$ cat config.mk
export PLATFORM = sky130hd
export DESIGN_NAME = dvh_ctrl
export DESIGN_NICKNAME = d
export VERILOG_FILES = /design/src/dvh_pkg.sv /design/src/dvh_ctrl.sv
export SDC_FILE = /design/constraint.sdc
export NUM_CORES = 1
export LEC_CHECK = 0
export ABC_AREA = 1
export ABC_CLOCK_PERIOD_IN_PS = 3500
export BUFFER_PORTS_ARGS = -buffer_cell sky130_fd_sc_hd__buf_2
export CORE_MARGIN = 1
export CORE_UTILIZATION = 40
export DETAILED_ROUTE_END_ITERATION = 12
export GPL_ROUTABILITY_DRIVEN = 0
export PLACE_DENSITY = 0.76
export SLEW_MARGIN = 10
export SYNTH_ARGS = -nofsm -noshare
export SYNTH_HDL_FRONTEND = slang
export SYNTH_SLANG_ARGS = --single-unit
$ cat constraint.sdc
create_clock -name clk_i -period 3.5 [get_ports clk_i]
set_input_delay 0.35 -clock clk_i [delete_from_list [all_inputs] [get_ports clk_i]]
set_output_delay 0.35 -clock clk_i [all_outputs]
set_load 0.005 [all_outputs]
$ cat src/dvh_pkg.sv
`timescale 1ns / 1ps
// ----------------------------------------------------------------------------
// dvh_pkg
// Shared types, field widths and float ordering helpers for the histogram.
// ----------------------------------------------------------------------------
package dvh_pkg;

  localparam int unsigned SampleW = 32;
  localparam int unsigned SmoothW = 10;
  localparam int unsigned CountW  = 11;
  localparam int unsigned CumW    = 21;

  // Commands from the controller to the datapath
  typedef struct packed {
    logic load;        // store one sample
    logic new_set;     // drop the previous data set first
    logic build_init;  // clear bin count and scan state
    logic scan_cmp;    // compare one sample word against the running minimum
    logic pass_end;    // close one pass: emit a bin if one was found
    logic sm_init;     // start smoothing at bin zero
    logic sm_acc;      // add one count word to the window sum
    logic sm_wr;       // write the window sum back, advance
    logic cnt_rd_sm;   // count memory read address from the smoothing window
    logic drain_init;  // restart drain index and running sum
    logic drain_out;   // register one bin as a result word
    logic empty_out;   // register the empty result word
  } cmd_t;

  // Status from the datapath to the controller
  typedef struct packed {
    logic scan_end;
    logic found;
    logic smooth_on;
    logic j_end;
    logic sm_end;
    logic bins_zero;
    logic last;
    logic out_busy;
  } status_t;

  // Monotone unsigned key of a float pattern, -0 folded onto +0
  function automatic logic [SampleW-1:0] to_key(input logic [SampleW-1:0] x);
    logic [SampleW-1:0] v;
    v = (x == 32'h8000_0000) ? '0 : x;
    return v[SampleW-1] ? ~v : (v | 32'h8000_0000);
  endfunction

  function automatic logic [SampleW-1:0] from_key(input logic [SampleW-1:0] k);
    return k[SampleW-1] ? (k & 32'h7fff_ffff) : ~k;
  endfunction

endpackage

$ cat src/dvh_ctrl.sv
`timescale 1ns / 1ps
// ----------------------------------------------------------------------------
// dvh_ctrl
// Sequencer for load, bin build, smoothing and drain.
// ----------------------------------------------------------------------------
module dvh_ctrl (
  input  logic             clk_i,
  input  logic             rst_ni,
  input  logic             in_valid_i,
  input  logic             in_op_i,
  output logic             in_ready_o,
  input  dvh_pkg::status_t status_i,
  output dvh_pkg::cmd_t    cmd_o
);

  typedef enum logic [8:0] {
    ST_IDLE     = 9'b000000001,
    ST_SCAN_RD  = 9'b000000010,
    ST_SCAN_CMP = 9'b000000100,
    ST_PASS_END = 9'b000001000,
    ST_SM_RD    = 9'b000010000,
    ST_SM_ACC   = 9'b000100000,
    ST_SM_WR    = 9'b001000000,
    ST_DR_RD    = 9'b010000000,
    ST_DR_OUT   = 9'b100000000
  } state_e;

  typedef enum logic [1:0] {
    PH_LOADING  = 2'd0,
    PH_DRAINING = 2'd1,
    PH_FINISHED = 2'd2
  } phase_e;

  state_e state_q, state_d;
  phase_e phase_q, phase_d;
  logic   accept;

  assign in_ready_o = (state_q == ST_IDLE) && !status_i.out_busy;
  assign accept     = in_valid_i && in_ready_o;

  // Next state and commands
  always_comb begin
    state_d = state_q;
    phase_d = phase_q;
    cmd_o   = '0;
    case (state_q)
      ST_IDLE: begin
        if (accept && !in_op_i) begin
          cmd_o.load    = 1'b1;
          cmd_o.new_set = (phase_q != PH_LOADING);
          phase_d       = PH_LOADING;
        end else if (accept) begin
          if (phase_q != PH_DRAINING) begin
            cmd_o.build_init = 1'b1;
            state_d          = ST_SCAN_RD;
          end else begin
            state_d = ST_DR_RD;
          end
        end
      end
      ST_SCAN_RD: begin
        state_d = status_i.scan_end ? ST_PASS_END : ST_SCAN_CMP;
      end
      ST_SCAN_CMP: begin
        cmd_o.scan_cmp = 1'b1;
        state_d        = ST_SCAN_RD;
      end
      ST_PASS_END: begin
        cmd_o.pass_end = 1'b1;
        if (status_i.found) begin
          state_d = ST_SCAN_RD;
        end else if (status_i.smooth_on) begin
          cmd_o.sm_init = 1'b1;
          state_d       = ST_SM_RD;
        end else begin
          cmd_o.drain_init = 1'b1;
          phase_d          = PH_DRAINING;
          state_d          = ST_DR_RD;
        end
      end
      ST_SM_RD: begin
        cmd_o.cnt_rd_sm = 1'b1;
        state_d         = ST_SM_ACC;
      end
      ST_SM_ACC: begin
        cmd_o.sm_acc = 1'b1;
        state_d      = status_i.j_end ? ST_SM_WR : ST_SM_RD;
      end
      ST_SM_WR: begin
        cmd_o.sm_wr = 1'b1;
        if (status_i.sm_end) begin
          cmd_o.drain_init = 1'b1;
          phase_d          = PH_DRAINING;
          state_d          = ST_DR_RD;
        end else begin
          state_d = ST_SM_RD;
        end
      end
      ST_DR_RD: begin
        if (status_i.bins_zero) begin
          cmd_o.empty_out = 1'b1;
          phase_d         = PH_FINISHED;
          state_d         = ST_IDLE;
        end else begin
          state_d = ST_DR_OUT;
        end
      end
      ST_DR_OUT: begin
        cmd_o.drain_out = 1'b1;
        if (status_i.last) begin
          phase_d = PH_FINISHED;
        end
        state_d = ST_IDLE;
      end
      default: begin
        state_d = ST_IDLE;
      end
    endcase
  end

  always_ff @(posedge clk_i or negedge rst_ni) begin
    if (!rst_ni) begin
      state_q <= ST_IDLE;
      phase_q <= PH_LOADING;
    end else begin
      state_q <= state_d;
      phase_q <= phase_d;
    end
  end

endmodule

* After elaboration in Yosys (flattened, before gate mapping) *
Index checks and enable logic that the tools add are counted.

cells by class
  equality and inequality tests = 18
  reduce and logical (&&, ||, !) cells = 9
  multiplexer cells = 36

operator list
  operator                                                                  number
  9-bit case mux with 8 select lines                                        1
  9-bit 2-to-1 mux                                                          4
  8-bit 2-to-1 mux                                                          3
  2-bit 2-to-1 mux                                                          8
  1-bit 2-to-1 mux                                                          15
  2-bit inequality test (second input constant)                             7
  2-bit case mux with 5 select lines                                        1
  9-bit by 1-bit equality test with 1-bit output (second input constant)    1
  9-bit by 2-bit equality test with 1-bit output (second input constant)    1
  9-bit by 3-bit equality test with 1-bit output (second input constant)    1
  9-bit by 4-bit equality test with 1-bit output (second input constant)    1
  9-bit by 5-bit equality test with 1-bit output (second input constant)    1
  9-bit by 6-bit equality test with 1-bit output (second input constant)    1
  9-bit by 7-bit equality test with 1-bit output (second input constant)    1
  9-bit by 8-bit equality test with 1-bit output (second input constant)    1
  9-bit equality test (second input constant)                               1
  7-bit 2-to-1 mux                                                          1
  7-bit AND reduction                                                       1
  5-bit nonzero test                                                        1
  4-bit 2-to-1 mux                                                          1
  2-bit by 1-bit inequality test with 1-bit output (second input constant)  2
  1-bit logical AND                                                         3
  3-bit 2-to-1 mux                                                          1
  1-bit logical NOT                                                         2
  3 further kinds                                                           3

word-level totals
  output and inout port bits = 13
  input port bits = 12
  logic and storage cells = 65
  register bits after elaboration = 11

* Depth between registers and ports, before layout *
  word-level depth = 6
  depth in mapped cells = 10
  depth with buffers taken out = 10

* Worst setup path before layout *
Ideal clock, no wire load.

  path type = flip-flop to output port
  from = register state_q[0]
  to = output port cmd_o[10] (netlist bit)
  data required time = 3.150 ns
  path buffers = 0
  cell stages (with the launch flop) = 9
  setup slack = 1.906 ns
  arrival = 1.244 ns
  path through = dfstp_2 > inv_1 > nor2_1 > nand2_1 > nor2_4 > inv_2 > nor2_4 > nand3_1 > nor2_1

RTL lines
  what                    RTL line         source
  start, declared         dvh_ctrl.sv:34   state_e state_q, state_d;
  start signal, assigned  dvh_ctrl.sv:126  state_q <= state_d;
  end, declared           dvh_ctrl.sv:13   output dvh_pkg::cmd_t cmd_o

==> results.yml <==
outcome:
  status: "completed"
clocking:
  cts_tree: "yes"
  cts_buffers: 3
  ctsResizeCount: 0
  cts_max_level: 1
  clkSinkCount: 11
  cts_root_buf: "clkbuf_4"
  path_clk_slew_ps: 70
  cts_buffer_depth: 2
  clkLatencyLatePin_ps: 270
route:
  drt_iter0_drc: 24
  routed_wl_mm: 1.913
  detail_route.vias_per_cell: 4.827
  drc: 0
  drtPass1Iterations: 5
  wire_per_inst_um: 10.69
  final_antenna_net_count: 0
  vias: 864
pwr:
  p_sw_mw: 0.1608
  sequentialPowerShare: 0.375
  vdd_drop_max_v: 0.0003490
  internal-power_mw: 0.2500
  power_per_cell_area_nw_per_um2: 411.4
  p_sw_frac: 0.3915
  clkPwrFrac: 0.210
  combPwrFrac: 0.415
  p_leak_nw: 0.6381
global_route:
  first_global_vias: 740
  grt_start_max_net_pins: 12
  track_usage: 0.1930
  antenna_found_initial: 0
  grt_pass1_wl_mm: 3.008
  grt.overflow.total: 0
timing:
  rsz0062_at_grt: "false"
  period_needed_ps: 2060
  max-slew-margin-rel: 0.8096
  finalCritPeriodShare: 0.5885
  clock-skew-final_ps: 6.667
  setup_ws_ps: 1440
  slew_violations: 0
  fin_setup_tns_ps: 0
  fmax_mhz: 485.5
  setup_viol: 0
  worst_pin_slew_ps: 283.2
  hold_violations: 0
synthesis:
  yosysWarnings: 0
  syn_nets: 137
  synthTopCellsByArea: "dfrtp_1 (31%), inv_1 (14%), nand2_1 (11%)"
  ys_ff_latch: 11
  synth_area_um2: 810.8
  synthDistinctLibCells: 21
  synth.avg_cell_area_um2: 6.486
  syn_inst: 125
  yosysTopAreaCell: "dfrtp_1"
  seq_area_frac_synth: 0.3410
  synth_top_area_share: 0.3086
floorplanning:
  rows: 15
  design.core.area_um2: 1821
  die_h_um: 47.02
  boundaryPins: 25
  fp.dieW_um: 47.02
  initial_utilization: 0.4454
  die_area_um2: 2211
worst_setup_path:
  path_cells: "inv_1 > nor2_1 > nand2_1 > nor2_4 > inv_2 > nor2_4 > nand3_1 > nor2_1 > buf_2"
  crit_type: "flop to primary output"
  cp.buffers_inverters: 3
  critPathRequiredTime_ps: 3150
  crit_family: "simple AND/OR/NAND/NOR gates"
  crit_arrival_ps: 1710
  cp_slowest_cell: "dfstp_2"
  critPathCaptureType: "primary output"
  slowest_delay_ps: 560
  start_kind: "flop"
  crit_fanout: 4
layout:
  finalNonFillerCells: 179
  nFillCells: 172
  stdcell_area_um2: 998.5
  area_growth_pct: 23.15
  final_cell_mix: "inv_1 (31), nand2_1 (24), buf_2 (24)"
  mostFrequentLayoutCell: "inv_1"
  layout-drive-gt1-share: 0.2662
  n_antenna_cell: 0
  utilization: 0.5485
  nNetsFinal: 167
placement:
  hpwl_mm: 1.616
  place_area_um2: 962.2
  dp_cells: 174
  pre_cts_slack_ps: 1752
  numPortBuffers: 24
min_path:
  hold_class: "primary input to flop"
flow_run:
  drv_cap: 0
==> repair_timing <==
action | 4_1_cts | 5_1_grt
hold buffers | 1 | 0
setup buffers | 0 | 0
endpoints found under the hold margin | 10 | 0
==> logic make-up after synthesis <==
group / count (synthesis) / synth area share
and+or+nand+nor: 76 / 0.4568
buffers and inverters: 32 / 0.1481
DFF: 11 / 0.3411
AOI/OAI and AO/OA: 6 / 0.05401
==> sequential cells by signal (all words and copies together) (netlist names) <==
register and flops:
state_q 9, phase_q 2
==> worst reg2reg max path: cells and delay by family (launching register included) <==
family | cells | cell delay [ps]
simple gates | 8 | 800
flops | 1 | 560
buf+inv | 2 | 130
==> stage by stage <==
stage,hold slack [ps],power [mW]
3_5_place_dp,233.8,0.3230
4_1_cts,252.1,0.4105
2_1_floorplan,54.41,0.2836
6_report,254.5,0.4108
5_1_grt,257.8,0.4409
3_3_place_gp,229.0,0.3205
==> cell usage after synthesis <==
cell and number:
nor3b_1 1, dfstp_2 1, o22ai_2 1, nor3_1 3, o22ai_1 1, inv_2 1
nand2_1 24, nor2_2 5, nor2_1 22, nand3b_1 2, o211ai_1 1, nor2_4 3
nand3_2 2, inv_1 31, nand4_1 3, a21oi_1 1, o21ai_0 1, or2_2 1
nand3_1 10, dfrtp_1 10, o31ai_1 1
==> power groups by stage <==
stage / logic (mW) / clock network, mW / registers, mW
after floorplan: 0.130 / 0 / 0.154
after global placement: 0.165 / 0 / 0.155
final: 0.171 / 0.0864 / 0.154
after CTS: 0.169 / 0.0877 / 0.154
after detailed placement: 0.167 / 0 / 0.156
after global routing: 0.189 / 0.0965 / 0.155
==> path summary, 6_finish.rpt <==
kind                        startpoint    endpoint  slack (ps)  cells after the start
max                         state_q[0]   cmd_o[10]        1440                      9
min                        status_i[7]  state_q[2]         250                      2
max reg2reg                 state_q[0]  state_q[7]        1940                     10
min reg2reg                 phase_q[0]  phase_q[0]         510                      2
max in group asynchronous       rst_ni  state_q[0]        2770                      2
min in group asynchronous       rst_ni  state_q[7]         470                      2
==> layer usage <==
metal | up-vias | part of all wire | track usage
li1 | 435 | - | -
met1 | 384 | 0.45 | 0.2506
met2 | 35 | 0.47 | 0.3222
met3 | 10 | 0.052 | 0.02308
met4 | 0 | 0.029 | 0.08571
met5 | - | 0 | 0
==> cell type report <==
type	count	area, um^2	area share
multi-input combinational	82	414.1	0.4148
sequential	11	276.5	0.2769
timing repair buffer	25	130.1	0.1303
clock buffer	4	26.28	0.02632
inverter	32	120.1	0.1203
tap	25	31.28	0.03133
No activity file was read; power rests on OpenSTA's default activity.
